File: config.mk
export PLATFORM = sky130hd
export DESIGN_NAME = json_stream_tokenizer_core
export DESIGN_NICKNAME = d
export VERILOG_FILES = /design/src/jst_pkg.sv /design/src/jst_ram.sv /design/src/jst_char_class.sv /design/src/json_stream_tokenizer_core.sv
export VERILOG_INCLUDE_DIRS = /design/src /design/src/src
export SDC_FILE = /design/constraint.sdc
export NUM_CORES = 2
export LEC_CHECK = 0
export ABC_AREA = 1
export BUFFER_PORTS_ARGS = -buffer_cell sky130_fd_sc_hd__clkbuf_2
export CAP_MARGIN = 0
export CORE_MARGIN = 2
export CORE_UTILIZATION = 65
export CTS_CLUSTER_DIAMETER = 30
export DETAILED_ROUTE_END_ITERATION = 12
export GPL_ROUTABILITY_DRIVEN = 0
export GPL_TIMING_DRIVEN = 0
export PLACE_DENSITY = 0.9
export SLEW_MARGIN = 10
export SYNTH_ARGS = -nofsm -noshare
export SYNTH_HDL_FRONTEND = slang
export SYNTH_HIERARCHICAL = 1
export SYNTH_SLANG_ARGS = --single-unit
File: constraint.sdc
create_clock -name i_clk -period 15.6 [get_ports i_clk]
set_clock_uncertainty 0.1 [all_clocks]
set_input_delay 0.78 -clock i_clk [delete_from_list [all_inputs] [get_ports i_clk]]
set_output_delay 0.78 -clock i_clk [all_outputs]
set_load 0.01 [all_outputs]
File: src/json_stream_tokenizer_core_defines.svh
// Assertion macros for the tokenizer RTL.
// No dependencies; included by files that carry concurrent assertions.
`ifndef JSON_STREAM_TOKENIZER_CORE_DEFINES_SVH
`define JSON_STREAM_TOKENIZER_CORE_DEFINES_SVH

// The consequent must hold in the same cycle as the antecedent.
`define JST_ASSERT_HOLDS(lbl, clk, rst_n, ante, cons) \
    lbl: assert property (@(posedge clk) disable iff (!rst_n) (ante) |-> (cons)) \
        else $error("tokenizer assertion failed");

// The consequent must hold in the cycle after the antecedent.
`define JST_ASSERT_NEXT(lbl, clk, rst_n, ante, cons) \
    lbl: assert property (@(posedge clk) disable iff (!rst_n) (ante) |=> (cons)) \
        else $error("tokenizer assertion failed");

`endif

File: src/jst_pkg.sv
// Package for the JSON stream tokenizer: codes, limits and the character class type.
// No dependencies; used by jst_char_class, the top level and the testbench.
package jst_pkg;

    localparam int DEF_MAX_TOKENS = 64;
    localparam int DEF_MAX_TEXT   = 65536;

    localparam logic [6:0] TOKEN_LIMIT_RST = 7'd64;
    localparam logic [6:0] CNT_MAX         = 7'd127;
    localparam logic [16:0] POS_NONE       = 17'h1FFFF;

    localparam logic [1:0] CMD_FEED    = 2'd0;
    localparam logic [1:0] CMD_FINISH  = 2'd1;
    localparam logic [1:0] CMD_RESTART = 2'd2;
    localparam logic [1:0] CMD_READ    = 2'd3;

    localparam logic [1:0] ST_OK    = 2'd0;
    localparam logic [1:0] ST_INVAL = 2'd1;
    localparam logic [1:0] ST_NOMEM = 2'd2;
    localparam logic [1:0] ST_PART  = 2'd3;

    localparam logic [2:0] M_ROOT         = 3'd0;
    localparam logic [2:0] M_STRING       = 3'd1;
    localparam logic [2:0] M_PRIM         = 3'd2;
    localparam logic [2:0] M_AFTER_STRING = 3'd3;
    localparam logic [2:0] M_AFTER_PRIM   = 3'd4;

    localparam logic [1:0] T_PRIM   = 2'd0;
    localparam logic [1:0] T_OBJECT = 2'd1;
    localparam logic [1:0] T_ARRAY  = 2'd2;
    localparam logic [1:0] T_STRING = 2'd3;

    typedef struct packed {
        logic obj_open;
        logic arr_open;
        logic obj_close;
        logic arr_close;
        logic quote;
        logic space;
        logic colon;
        logic comma;
        logic backslash;
        logic esc_ok;
        logic printable;
    } t_char_class;

endpackage

File: src/jst_ram.sv
// Generic simple dual-port RAM with one write port and one registered read port.
// No dependencies.
module jst_ram #(
    parameter int WIDTH = 8,
    parameter int DEPTH = 64
) (
    input  logic                     i_clk,
    input  logic                     i_we,
    input  logic [$clog2(DEPTH)-1:0] i_waddr,
    input  logic [WIDTH-1:0]         i_wdata,
    input  logic [$clog2(DEPTH)-1:0] i_raddr,
    output logic [WIDTH-1:0]         o_rdata
);
    logic [WIDTH-1:0] r_mem [DEPTH];
    logic [WIDTH-1:0] r_rdata;

    always_ff @(posedge i_clk) begin
        if (i_we) begin
            r_mem[i_waddr] <= i_wdata;
        end
        r_rdata <= r_mem[i_raddr];
    end

    assign o_rdata = r_rdata;
endmodule

File: src/jst_char_class.sv
// Character classifier for the tokenizer: sorts one text byte into JSON classes.
// Depends on jst_pkg.
module jst_char_class (
    input  logic [7:0]           i_char,
    output jst_pkg::t_char_class o_class
);
    import jst_pkg::*;

    always_comb begin
        o_class.obj_open  = (i_char == 8'h7B);
        o_class.arr_open  = (i_char == 8'h5B);
        o_class.obj_close = (i_char == 8'h7D);
        o_class.arr_close = (i_char == 8'h5D);
        o_class.quote     = (i_char == 8'h22);
        o_class.space     = (i_char == 8'h09) || (i_char == 8'h0D) ||
                            (i_char == 8'h0A) || (i_char == 8'h20);
        o_class.colon     = (i_char == 8'h3A);
        o_class.comma     = (i_char == 8'h2C);
        o_class.backslash = (i_char == 8'h5C);
        // Bytes allowed after a backslash.
        o_class.esc_ok    = (i_char == 8'h22) || (i_char == 8'h2F) || (i_char == 8'h5C) ||
                            (i_char == 8'h62) || (i_char == 8'h66) || (i_char == 8'h72) ||
                            (i_char == 8'h6E) || (i_char == 8'h74);
        o_class.printable = (i_char >= 8'd32) && (i_char < 8'd127);
    end
endmodule

File: src/json_stream_tokenizer_core.sv
// Top level of the JSON stream tokenizer: command sequencer around the token table RAM.
// Depends on jst_pkg, jst_ram, jst_char_class and json_stream_tokenizer_core_defines.svh.
//
//  Channel   Signals                                        Transfer
//  --------  ---------------------------------------------  -------------------------------
//  command   start, busy, i_command, i_char_code,           start high while busy is low
//            i_token_index
//  result    o_done, o_status, o_parse_mode,                one cycle with o_done high
//            o_tokens_found, o_entry_*
//  config    i_cfg_we, i_cfg_wdata                          any edge with i_cfg_we high
//
// Each command is worked off one at a time by a sequencer that owns the single read port and
// the single write port of the token table. A byte inside a string, a restart or a finish on
// an empty table passes only the dispatch and done states; any other byte at root level also
// passes the root state, and an entry read the readout state. Ending a string, opening a
// bracket or ending a primitive adds the parent update state when the parent's child count is
// updated. A closing bracket, a comma after a keyed value and the finish check walk back
// through the table in the search state, visiting one entry after another.
// Reset is synchronous and active low; the token table is not cleared and needs no sweep.
// The result cannot be stalled; busy stays high until the cycle after o_done.
module json_stream_tokenizer_core #(
    parameter int MAX_TOKENS = jst_pkg::DEF_MAX_TOKENS,
    parameter int MAX_TEXT   = jst_pkg::DEF_MAX_TEXT
) (
    input  logic        i_clk,
    input  logic        i_rst_n,
    input  logic        start,
    output logic        busy,
    input  logic [1:0]  i_command,
    input  logic [7:0]  i_char_code,
    input  logic [5:0]  i_token_index,
    input  logic        i_cfg_we,
    input  logic [6:0]  i_cfg_wdata,
    output logic        o_done,
    output logic [1:0]  o_status,
    output logic [2:0]  o_parse_mode,
    output logic [6:0]  o_tokens_found,
    output logic [1:0]  o_entry_type,
    output logic [16:0] o_entry_start,
    output logic [16:0] o_entry_end,
    output logic [6:0]  o_entry_children
);
    import jst_pkg::*;

    `include "json_stream_tokenizer_core_defines.svh"

    // Table address, allocation count and text position widths.
    localparam int AW = $clog2(MAX_TOKENS);
    localparam int NW = $clog2(MAX_TOKENS + 1);
    localparam int PW = $clog2(MAX_TEXT);
    localparam int LW = (NW > 7) ? NW : 7;

    // Entry layout: type, start valid, start, end valid, end, children.
    localparam int CH_LO = 0;
    localparam int EN_LO = 7;
    localparam int EV_B  = 7 + PW;
    localparam int SP_LO = 8 + PW;
    localparam int SV_B  = 8 + 2 * PW;
    localparam int TY_LO = 9 + 2 * PW;
    localparam int EW    = 11 + 2 * PW;

    localparam logic [PW:0]   TEXT_TOP  = (PW + 1)'(MAX_TEXT);
    localparam logic [PW-1:0] TEXT_LAST = PW'(MAX_TEXT - 1);
    localparam logic [LW-1:0] TOK_MAX   = LW'(MAX_TOKENS);

    // Sequencer states.
    localparam logic [2:0] S_IDLE  = 3'd0;
    localparam logic [2:0] S_DISP  = 3'd1;
    localparam logic [2:0] S_ROOT  = 3'd2;
    localparam logic [2:0] S_PINC  = 3'd3;
    localparam logic [2:0] S_COMMA = 3'd4;
    localparam logic [2:0] S_SRCH  = 3'd5;
    localparam logic [2:0] S_RDOUT = 3'd6;
    localparam logic [2:0] S_DONE  = 3'd7;

    // Kinds of backward walk.
    localparam logic [1:0] K_FINISH = 2'd0;
    localparam logic [1:0] K_CLOSE  = 2'd1;
    localparam logic [1:0] K_PARENT = 2'd2;
    localparam logic [1:0] K_COMMA  = 2'd3;

    function automatic logic [PW-1:0] f_pos_inc(input logic [PW-1:0] p);
        logic [PW:0] s;
        s = {1'b0, p} + 1'b1;
        return (s >= TEXT_TOP) ? '0 : s[PW-1:0];
    endfunction

    function automatic logic [PW-1:0] f_pos_dec(input logic [PW-1:0] p);
        return (p == '0) ? TEXT_LAST : p - 1'b1;
    endfunction

    function automatic logic [6:0] f_sat_inc(input logic [6:0] x);
        return (x == CNT_MAX) ? x : x + 1'b1;
    endfunction

    function automatic logic [16:0] f_pos_out(input logic valid, input logic [PW-1:0] p);
        logic [31:0] w;
        w = 32'(p);
        return valid ? w[16:0] : POS_NONE;
    endfunction

    function automatic logic [EW-1:0] f_pack(input logic [1:0] ty, input logic sv,
                                             input logic [PW-1:0] sp, input logic ev,
                                             input logic [PW-1:0] ep, input logic [6:0] ch);
        return {ty, sv, sp, ev, ep, ch};
    endfunction

    // Registers.
    logic [2:0]    r_state, n_state;
    logic [1:0]    r_cmd, n_cmd;
    logic [7:0]    r_char, n_char;
    logic [5:0]    r_index, n_index;
    logic [6:0]    r_tlim, n_tlim;
    logic [PW-1:0] r_tp, n_tp;
    logic [PW-1:0] r_istart, n_istart;
    logic [NW-1:0] r_nfe, n_nfe;
    logic          r_op_v, n_op_v;
    logic [AW-1:0] r_op, n_op;
    logic [6:0]    r_tt, n_tt;
    logic [2:0]    r_mode, n_mode;
    logic          r_esc, n_esc;
    logic [1:0]    r_status, n_status;
    logic          r_reparse, n_reparse;
    logic          r_feed, n_feed;
    logic          r_to_root, n_to_root;
    logic [1:0]    r_kind, n_kind;
    logic [AW-1:0] r_ptr, n_ptr;
    logic [AW-1:0] r_paddr, n_paddr;
    logic [1:0]    r_ety, n_ety;
    logic [16:0]   r_est, n_est;
    logic [16:0]   r_een, n_een;
    logic [6:0]    r_ech, n_ech;

    // Table port signals.
    logic          ram_we;
    logic [AW-1:0] ram_waddr;
    logic [EW-1:0] ram_wdata;
    logic [AW-1:0] ram_raddr;
    logic [EW-1:0] ram_rdata;

    t_char_class   cls;
    logic          accept;
    logic          delim;
    logic          table_full;
    logic [LW-1:0] lim;
    logic [NW-1:0] nfe_m1;
    logic [31:0]   idx_ext;
    logic          rd_open;
    logic [1:0]    rd_type;
    logic [1:0]    close_type;

    jst_ram #(
        .WIDTH (EW),
        .DEPTH (MAX_TOKENS)
    ) u_table (
        .i_clk   (i_clk),
        .i_we    (ram_we),
        .i_waddr (ram_waddr),
        .i_wdata (ram_wdata),
        .i_raddr (ram_raddr),
        .o_rdata (ram_rdata)
    );

    jst_char_class u_class (
        .i_char  (r_char),
        .o_class (cls)
    );

    assign busy   = (r_state != S_IDLE);
    assign accept = start && !busy;

    // A primitive ends on whitespace, a colon, a comma or a closing bracket.
    assign delim = cls.colon || cls.space || cls.comma || cls.arr_close || cls.obj_close;

    // The usable table size is the smaller of the register and the table depth.
    assign lim        = (LW'(r_tlim) < TOK_MAX) ? LW'(r_tlim) : TOK_MAX;
    assign table_full = (LW'(r_nfe) >= lim);
    assign nfe_m1     = r_nfe - 1'b1;
    assign idx_ext    = 32'(r_index);

    assign rd_type    = ram_rdata[TY_LO +: 2];
    assign rd_open    = ram_rdata[SV_B] && !ram_rdata[EV_B];
    assign close_type = cls.obj_close ? T_OBJECT : T_ARRAY;

    // The sequencer never uses a read of an entry issued in the same cycle as it writes it: every
    // read-modify-write issues the read, takes the data in the next cycle and writes then,
    // and the next command cannot start before that write has landed.
    always_comb begin
        n_state   = r_state;
        n_cmd     = r_cmd;
        n_char    = r_char;
        n_index   = r_index;
        n_tlim    = i_cfg_we ? i_cfg_wdata : r_tlim;
        n_tp      = r_tp;
        n_istart  = r_istart;
        n_nfe     = r_nfe;
        n_op_v    = r_op_v;
        n_op      = r_op;
        n_tt      = r_tt;
        n_mode    = r_mode;
        n_esc     = r_esc;
        n_status  = r_status;
        n_reparse = r_reparse;
        n_feed    = r_feed;
        n_to_root = r_to_root;
        n_kind    = r_kind;
        n_ptr     = r_ptr;
        n_paddr   = r_paddr;
        n_ety     = r_ety;
        n_est     = r_est;
        n_een     = r_een;
        n_ech     = r_ech;
        ram_we    = 1'b0;
        ram_waddr = r_nfe[AW-1:0];
        ram_wdata = '0;
        ram_raddr = r_op;

        case (r_state)
            S_IDLE: begin
                if (accept) begin
                    n_cmd   = i_command;
                    n_char  = i_char_code;
                    n_index = i_token_index;
                    n_state = S_DISP;
                end
            end

            S_DISP: begin
                n_status  = ST_OK;
                n_reparse = 1'b0;
                n_feed    = 1'b0;
                n_ety     = '0;
                n_est     = '0;
                n_een     = '0;
                n_ech     = '0;
                n_state   = S_DONE;
                case (r_cmd)
                    CMD_READ: begin
                        if (idx_ext < 32'(MAX_TOKENS)) begin
                            ram_raddr = idx_ext[AW-1:0];
                            n_state   = S_RDOUT;
                        end
                    end
                    CMD_RESTART: begin
                        n_tp     = '0;
                        n_nfe    = '0;
                        n_op_v   = 1'b0;
                        n_tt     = '0;
                        n_mode   = M_ROOT;
                        n_istart = '0;
                        n_esc    = 1'b0;
                    end
                    CMD_FINISH: begin
                        if (r_nfe != '0) begin
                            ram_raddr = nfe_m1[AW-1:0];
                            n_ptr     = nfe_m1[AW-1:0];
                            n_kind    = K_FINISH;
                            n_state   = S_SRCH;
                        end
                    end
                    default: begin
                        n_feed = 1'b1;
                        if (r_mode == M_STRING) begin
                            if (r_esc) begin
                                n_esc = 1'b0;
                                if (!cls.esc_ok) begin
                                    n_tp     = r_istart;
                                    n_status = ST_INVAL;
                                end
                            end else if (cls.backslash) begin
                                n_esc = 1'b1;
                            end else if (cls.quote) begin
                                if (table_full) begin
                                    n_tp     = r_istart;
                                    n_status = ST_NOMEM;
                                end else begin
                                    ram_we    = 1'b1;
                                    ram_wdata = f_pack(T_STRING, 1'b1, f_pos_inc(r_istart),
                                                       1'b1, r_tp, '0);
                                    n_nfe     = r_nfe + 1'b1;
                                    n_tt      = f_sat_inc(r_tt);
                                    n_mode    = M_AFTER_STRING;
                                    if (r_op_v) begin
                                        n_paddr   = r_op;
                                        n_to_root = 1'b0;
                                        n_state   = S_PINC;
                                    end
                                end
                            end
                        end else if (r_mode == M_PRIM) begin
                            if (delim) begin
                                if (table_full) begin
                                    n_tp     = r_istart;
                                    n_status = ST_NOMEM;
                                end else begin
                                    ram_we    = 1'b1;
                                    ram_wdata = f_pack(T_PRIM, 1'b1, r_istart, 1'b1, r_tp, '0);
                                    n_nfe     = r_nfe + 1'b1;
                                    n_tt      = f_sat_inc(r_tt);
                                    n_mode    = M_AFTER_PRIM;
                                    // The delimiter is then parsed again at root level.
                                    n_reparse = 1'b1;
                                    if (r_op_v) begin
                                        n_paddr   = r_op;
                                        n_to_root = 1'b1;
                                        n_state   = S_PINC;
                                    end else begin
                                        n_state = S_ROOT;
                                    end
                                end
                            end else if (!cls.printable) begin
                                n_tp     = r_istart;
                                n_status = ST_INVAL;
                            end
                        end else begin
                            n_state = S_ROOT;
                        end
                    end
                endcase
            end

            S_ROOT: begin
                n_mode  = M_ROOT;
                n_state = S_DONE;
                if (cls.obj_open || cls.arr_open) begin
                    // The token count grows even when no entry is free.
                    n_tt = f_sat_inc(r_tt);
                    if (table_full) begin
                        n_status = ST_NOMEM;
                    end else begin
                        ram_we    = 1'b1;
                        ram_wdata = f_pack(cls.obj_open ? T_OBJECT : T_ARRAY, 1'b1, r_tp,
                                           1'b0, '0, '0);
                        n_nfe     = r_nfe + 1'b1;
                        n_op_v    = 1'b1;
                        n_op      = r_nfe[AW-1:0];
                        if (r_op_v) begin
                            n_paddr   = r_op;
                            n_to_root = 1'b0;
                            n_state   = S_PINC;
                        end
                    end
                end else if (cls.obj_close || cls.arr_close) begin
                    if (r_nfe == '0) begin
                        n_status = ST_INVAL;
                    end else begin
                        ram_raddr = nfe_m1[AW-1:0];
                        n_ptr     = nfe_m1[AW-1:0];
                        n_kind    = K_CLOSE;
                        n_state   = S_SRCH;
                    end
                end else if (cls.quote) begin
                    n_istart = r_tp;
                    n_esc    = 1'b0;
                    n_mode   = M_STRING;
                end else if (cls.colon) begin
                    n_op_v = (r_nfe != '0);
                    n_op   = nfe_m1[AW-1:0];
                end else if (cls.comma) begin
                    // After a keyed value the parent goes back to the enclosing container.
                    if (r_op_v) begin
                        ram_raddr = r_op;
                        n_state   = S_COMMA;
                    end
                end else if (!cls.space) begin
                    n_istart = r_tp;
                    n_mode   = M_PRIM;
                end
            end

            S_PINC: begin
                ram_we    = 1'b1;
                ram_waddr = r_paddr;
                ram_wdata = {ram_rdata[EW-1:7], f_sat_inc(ram_rdata[CH_LO +: 7])};
                n_state   = r_to_root ? S_ROOT : S_DONE;
            end

            S_COMMA: begin
                n_state = S_DONE;
                if ((rd_type == T_PRIM || rd_type == T_STRING) && r_nfe != '0) begin
                    ram_raddr = nfe_m1[AW-1:0];
                    n_ptr     = nfe_m1[AW-1:0];
                    n_kind    = K_COMMA;
                    n_state   = S_SRCH;
                end
            end

            S_SRCH: begin
                // Data of entry r_ptr is on the read port; the next lower entry is
                // requested in the same cycle, even when the walk ends here.
                ram_raddr = r_ptr - 1'b1;
                n_ptr     = r_ptr - 1'b1;
                case (r_kind)
                    K_FINISH: begin
                        if (rd_open) begin
                            n_status = ST_PART;
                            n_state  = S_DONE;
                        end else if (r_ptr == '0) begin
                            n_state = S_DONE;
                        end
                    end
                    K_CLOSE: begin
                        if (rd_open) begin
                            if (rd_type != close_type) begin
                                n_status = ST_INVAL;
                                n_state  = S_DONE;
                            end else begin
                                ram_we    = 1'b1;
                                ram_waddr = r_ptr;
                                ram_wdata = f_pack(rd_type, 1'b1, ram_rdata[SP_LO +: PW],
                                                   1'b1, f_pos_inc(r_tp),
                                                   ram_rdata[CH_LO +: 7]);
                                n_op_v    = 1'b0;
                                n_kind    = K_PARENT;
                                if (r_ptr == '0) begin
                                    n_state = S_DONE;
                                end
                            end
                        end else if (r_ptr == '0) begin
                            n_status = ST_INVAL;
                            n_state  = S_DONE;
                        end
                    end
                    K_PARENT: begin
                        if (rd_open) begin
                            n_op_v  = 1'b1;
                            n_op    = r_ptr;
                            n_state = S_DONE;
                        end else if (r_ptr == '0) begin
                            n_state = S_DONE;
                        end
                    end
                    default: begin
                        if (rd_open && (rd_type == T_ARRAY || rd_type == T_OBJECT)) begin
                            n_op_v  = 1'b1;
                            n_op    = r_ptr;
                            n_state = S_DONE;
                        end else if (r_ptr == '0) begin
                            n_state = S_DONE;
                        end
                    end
                endcase
            end

            S_RDOUT: begin
                n_ety   = rd_type;
                n_est   = f_pos_out(ram_rdata[SV_B], ram_rdata[SP_LO +: PW]);
                n_een   = f_pos_out(ram_rdata[EV_B], ram_rdata[EN_LO +: PW]);
                n_ech   = ram_rdata[CH_LO +: 7];
                n_state = S_DONE;
            end

            S_DONE: begin
                // The text position moves once the character is fully handled; a failed
                // reparsed delimiter steps back over the primitive's end instead.
                if (r_feed) begin
                    if (r_status == ST_OK) begin
                        n_tp = f_pos_inc(r_tp);
                    end else if (r_reparse) begin
                        n_tp = f_pos_dec(r_tp);
                    end
                end
                n_state = S_IDLE;
            end

            default: begin
                n_state = S_IDLE;
            end
        endcase
    end

    always_ff @(posedge i_clk) begin
        if (!i_rst_n) begin
            r_state  <= S_IDLE;
            r_tlim   <= TOKEN_LIMIT_RST;
            r_tp     <= '0;
            r_istart <= '0;
            r_nfe    <= '0;
            r_op_v   <= 1'b0;
            r_tt     <= '0;
            r_mode   <= M_ROOT;
            r_esc    <= 1'b0;
        end else begin
            r_state  <= n_state;
            r_tlim   <= n_tlim;
            r_tp     <= n_tp;
            r_istart <= n_istart;
            r_nfe    <= n_nfe;
            r_op_v   <= n_op_v;
            r_tt     <= n_tt;
            r_mode   <= n_mode;
            r_esc    <= n_esc;
        end
    end

    always_ff @(posedge i_clk) begin
        r_cmd     <= n_cmd;
        r_char    <= n_char;
        r_index   <= n_index;
        r_op      <= n_op;
        r_status  <= n_status;
        r_reparse <= n_reparse;
        r_feed    <= n_feed;
        r_to_root <= n_to_root;
        r_kind    <= n_kind;
        r_ptr     <= n_ptr;
        r_paddr   <= n_paddr;
        r_ety     <= n_ety;
        r_est     <= n_est;
        r_een     <= n_een;
        r_ech     <= n_ech;
    end

    // Results come straight from registers during the single done cycle.
    assign o_done           = (r_state == S_DONE);
    assign o_status         = r_status;
    assign o_parse_mode     = r_mode;
    assign o_tokens_found   = r_tt;
    assign o_entry_type     = r_ety;
    assign o_entry_start    = r_est;
    assign o_entry_end      = r_een;
    assign o_entry_children = r_ech;

    `JST_ASSERT_NEXT(a_accept_busy, i_clk, i_rst_n, accept, busy)
    `JST_ASSERT_HOLDS(a_parent_alloc, i_clk, i_rst_n, r_op_v, NW'(r_op) < r_nfe)
    `JST_ASSERT_HOLDS(a_part_finish, i_clk, i_rst_n, o_done && o_status == ST_PART, r_cmd == CMD_FINISH)
    `JST_ASSERT_HOLDS(a_alloc_bound, i_clk, i_rst_n, 1'b1, LW'(r_nfe) <= TOK_MAX)
endmodule

==> results.sh, run 1 <==
export IMPL_stop_stage="5_1_grt"
export IMPL_grt_util_all_layers_pct=81.5
export IMPL_syn_nets=10653
export IMPL_synth_top_cell_by_area="edfxtp_1"
export IMPL_synthCells=10604
export IMPL_ys_flop_type="edfxtp_1"
export IMPL_overflow=955
export IMPL_ys_seq_area_share_pct=71.8
export IMPL_first_global_vias=133528
export IMPL_cts_sinks=2940
export IMPL_row_count=158
export IMPL_netlist_top_cells_area="edfxtp_1, nand3_1, nand2_1"
export IMPL_postCtsHoldBufs=23
export IMPL_synthTopCellsByCount="nand2_1, edfxtp_1, nand3_1"
export IMPL_yosysMostFrequentCell="nand2_1"
export IMPL_ys_seq_elements=2940
export IMPL_yosysUniqueCellTypes=46
export IMPL_grt_max_degree=65
export IMPL_die_w_um=436
export IMPL_cts_root_buf="clkbuf_16"
export IMPL_synth_edf_count=2836
export IMPL_status="stopped before the end"
export IMPL_cts_inserted_buffers=476
export IMPL_toolErrorMsg="[ERROR GRT-0116] Global routing finished with congestion. Check the congestion regions in the DRC Viewer."
export IMPL_async_flop_share_pct=0
export IMPL_avgSynthCellArea_sq_um=11.5
export IMPL_htreeDepth=5
export IMPL_initial_core_util_pct=65.4
export IMPL_synth_top_area_share_pct=70.1
export IMPL_grt_pass1_wl_um=1090000
export IMPL_synthesis_area_sq_mm=0.121
export IMPL_cts_resized=0
export IMPL_port_buffers=83
export IMPL_post_cts_buffers=0
export IMPL_hpwl_um=335000
export IMPL_die_h_um=436
export IMPL_ios=84
export IMPL_dpl_worst_slack_ps=9300
export IMPL_cts_max_path_buffers=4
export IMPL_yosys_warnings=6
[through the flow]
stage	area [sq um]	instances	TNS (ps)	hold slack, ps
after detailed placement	131000	13461	0	346
after floorplan	121000	10604	0	327
after global placement	125000	13167	-4610	337
after CTS	147000	14360	0	9.43
[routing by layer]
| layer | GRT overflow | global-route usage (%) |
|---|---|---|
| met5 | 8 | 66.4 |
| met4 | 312 | 77.8 |
| met3 | 124 | 78.6 |
| met2 | 350 | 89.3 |
| met1 | 161 | 79.3 |
[cell families after synthesis]
| family | count (synthesis) | share of synthesized area [%] |
|---|---|---|
| compound gates | 296 | 1.43 |
| fa+ha+maj | 22 | 0.227 |
| flops | 2940 | 71.8 |
| buf+inv | 866 | 3.41 |
| xor+xnor | 30 | 0.216 |
| simple gates | 6450 | 22.9 |
==> run 2: changes to the inputs <==
--- a/config.mk
+++ b/config.mk
@@ -10,12 +10,11 @@
 export BUFFER_PORTS_ARGS = -buffer_cell sky130_fd_sc_hd__clkbuf_2
 export CAP_MARGIN = 0
 export CORE_MARGIN = 2
-export CORE_UTILIZATION = 65
-export CTS_CLUSTER_DIAMETER = 30
+export CORE_UTILIZATION = 40
 export DETAILED_ROUTE_END_ITERATION = 12
 export GPL_ROUTABILITY_DRIVEN = 0
 export GPL_TIMING_DRIVEN = 0
-export PLACE_DENSITY = 0.9
+export PLACE_DENSITY_LB_ADDON = 0.15
 export SLEW_MARGIN = 10
 export SYNTH_ARGS = -nofsm -noshare
 export SYNTH_HDL_FRONTEND = slang
==> results.sh, run 2 <==
export IMPL_status="completed"
export IMPL_yosys_warnings=6
export IMPL_die_h_um=555
export IMPL_fillers=26696
export IMPL_synth_fa_ha_area_share_pct=0.227
export IMPL_hpwl_um=379000
export IMPL_routed_via_density=6.03
export IMPL_crit_start="r_char[2]"
export IMPL_largest_reg_flops=2752
export IMPL_synth_edf_count=2836
export IMPL_synthesis_area_sq_mm=0.121
export IMPL_critPathMaxStageDelay_ps=960
export IMPL_dr_pass1_iters=9
export IMPL_slew_headroom_pct=6.26
export IMPL_cts_inserted_buffers=316
export IMPL_syn_to_final_growth_pct=19.1
export IMPL_async_flop_share_pct=0
export IMPL_ios=84
export IMPL_core_area_sq_mm=0.303
export IMPL_worstMarginPinSlew_ps=1410
export IMPL_crit_path_end_kind="register"
export IMPL_synthMuxAreaShare_pct=0
export IMPL_cp_required_ps=16330
export IMPL_final_common_cell="nand2_1"
export IMPL_min_from="i_cfg_we"
export IMPL_die_w_um=555
export IMPL_path_buf_inv=4
export IMPL_final_cells=15641
export IMPL_cts_root_buf="clkbuf_16"
export IMPL_cts_tree="built"
export IMPL_crit_chain="nor2_2, nand3_1, nor2_1, nor2_1, nand2_1, o22ai_1, nand2_1, nand2_1, nand2_1, nand4_1, inv_1, buf_2, buf_2, buf_1, nand3_1, nand3_1, nand3_1, nand2_1, nand2_1, nand2_1"
export IMPL_nNetsFinal=11431
export IMPL_htreeDepth=5
export IMPL_yosysUniqueCellTypes=46
export IMPL_worst_path_most_repeated_cell="nand2_1"
export IMPL_max_clock_freq_mhz=138
export IMPL_first_global_vias=85558
export IMPL_ys_seq_area_share_pct=71.8
export IMPL_cts_sinks=2940
export IMPL_worstHoldPathType="input pin to register"
export IMPL_drv_cap=0
export IMPL_totalWireLength_um=522000
export IMPL_ant_nets=0
export IMPL_dpl_worst_slack_ps=9000
export IMPL_grt_util_all_layers_pct=33.0
export IMPL_reg2reg_from="r_char[2]"
export IMPL_synth_xor_area_share_pct=0.216
export IMPL_synth_top_family_by_area="simple AND/OR/NAND/NOR gates"
export IMPL_die_area_sq_mm=0.308
export IMPL_synthTopCellsByCount="nand2_1, edfxtp_1, nand3_1"
export IMPL_dpl_cell_count=15019
export IMPL_setup_viol_count_final=0
export IMPL_drive_above_1_share_pct=13.0
export IMPL_vias=94279
export IMPL_insertion_delay_ps=940
export IMPL_cts_max_path_buffers=4
export IMPL_synth_top_cell_by_area="edfxtp_1"
export IMPL_routedWlPerCell_um=33.4
export IMPL_crit_type="register to register"
export IMPL_grt_max_degree=45
export IMPL_hold_slack_ps=38.8
export IMPL_ys_seq_elements=2940
export IMPL_final_setup_worst_slack_ps=8380
export IMPL_hold_violations=0
export IMPL_slowest_stage="buf_1"
export IMPL_yosysMostFrequentCell="nand2_1"
export IMPL_top_register="u_table/r_mem"
export IMPL_port_buffers=83
export IMPL_row_count=202
export IMPL_slew_viol_final=0
export IMPL_multi_input_area_sq_mm=0.0310
export IMPL_ys_flop_type="edfxtp_1"
export IMPL_synth_top_area_share_pct=70.1
export IMPL_synth_simple_area_share_pct=22.9
export IMPL_synth_compound_area_share_pct=1.43
export IMPL_synthCells=10604
export IMPL_finalCritPeriodShare_pct=46.3
export IMPL_avgSynthCellArea_sq_um=11.5
export IMPL_arrival_ps=7950
export IMPL_netlist_top_cells_area="edfxtp_1, nand3_1, nand2_1"
export IMPL_regArea_sq_mm=0.0872
export IMPL_fin_crit_ps=7220
export IMPL_clk_pin_slew_worst_paths_ps=60
export IMPL_initial_core_util_pct=40.2
export IMPL_final_cell_mix="nand2_1, edfxtp_1, nand3_1"
export IMPL_syn_nets=10653
export IMPL_worstPathMaxFanout=14
export IMPL_drt_iter0_markers=16915
export IMPL_overflow=0
export IMPL_critPathTopFamily="simple AND/OR/NAND/NOR gates"
export IMPL_grt_pass1_wl_um=701000
export IMPL_rsz0062_at_grt="false"
export IMPL_antenna_found_initial=48
export IMPL_drt_drc_violations_left=0
export IMPL_critPathLaunchType="register"
export IMPL_post_cts_buffers=0
==> run 2: cell counts after synthesis <==
No cell type changed its count.
==> run 2: path summary, 6_finish.rpt <==
check	slack (ps)	end	depth (start not counted)
min	40	r_tlim[6]	2
max reg2reg	8380	u_table/o_rdata[27]	20
max	8380	u_table/o_rdata[27]	20
min reg2reg	370	r_tlim[0]	2
==> run 2: final cells by class <==
class,count,share of cell area (%)
Sequential cell,2940,60.3
Clock inverter,192,1.35
Multi-Input combinational cell,6798,21.4
Inverter,202,0.528
Buffer,664,2.34
Timing Repair Buffer,460,4.79
Antenna cell,24,0.0415
Clock buffer,383,5.74
Tap cell,3978,3.44
==> run 2: per-layer routing <==
metal  track usage [%]  routed length [um]  share of wire [%]
met1              44.1              194000                 37
met4              15.9               31000                5.9
met5                 0                  34             0.0065
met2              49.2              224000                 43
met3              9.59               72600                 14
==> run 2: kinds of logic (layout without fill, tap and decap cells) <==
kind of cell             after synthesis  in the layout
flip-flops                          2940           2940
XOR/XNOR                              30             30
other                                  0             24
AO/OA/AOI/OAI                        296            296
buffers and inverters                866           1901
AND/OR/NAND/NOR                     6450           6450
adder cells (fa/ha/maj)               22             22
==> run 2: through the flow <==
stage | util, % | area (sq um) | setup TNS (ps)
global route | 47.8 | 145000 | 0
finish | 47.8 | 145000 | 0
floorplan | - | 121000 | 0
CTS | 47.8 | 145000 | 0
global placement | 41.9 | 127000 | -224090
detailed placement | 44.3 | 134000 | 0
==> run 2: timing repair <==
item / in CTS / in global routing
hold buffers: 22 / 0
hold endpoints to repair: 22 / 0
gates resized for setup: 0 / 0
==> run 2: worst reg2reg max path, delay by kind of cell (launching register included) <==
kind,cells,cell delay (ps)
simple gates,15,3770
buf+inv,4,2640
compound gates,1,140
flops,1,470
Power of run 2 is left out: the tool's default activity adds up to more than one toggle a clock period on the data nets, which glitch-free logic cannot reach.
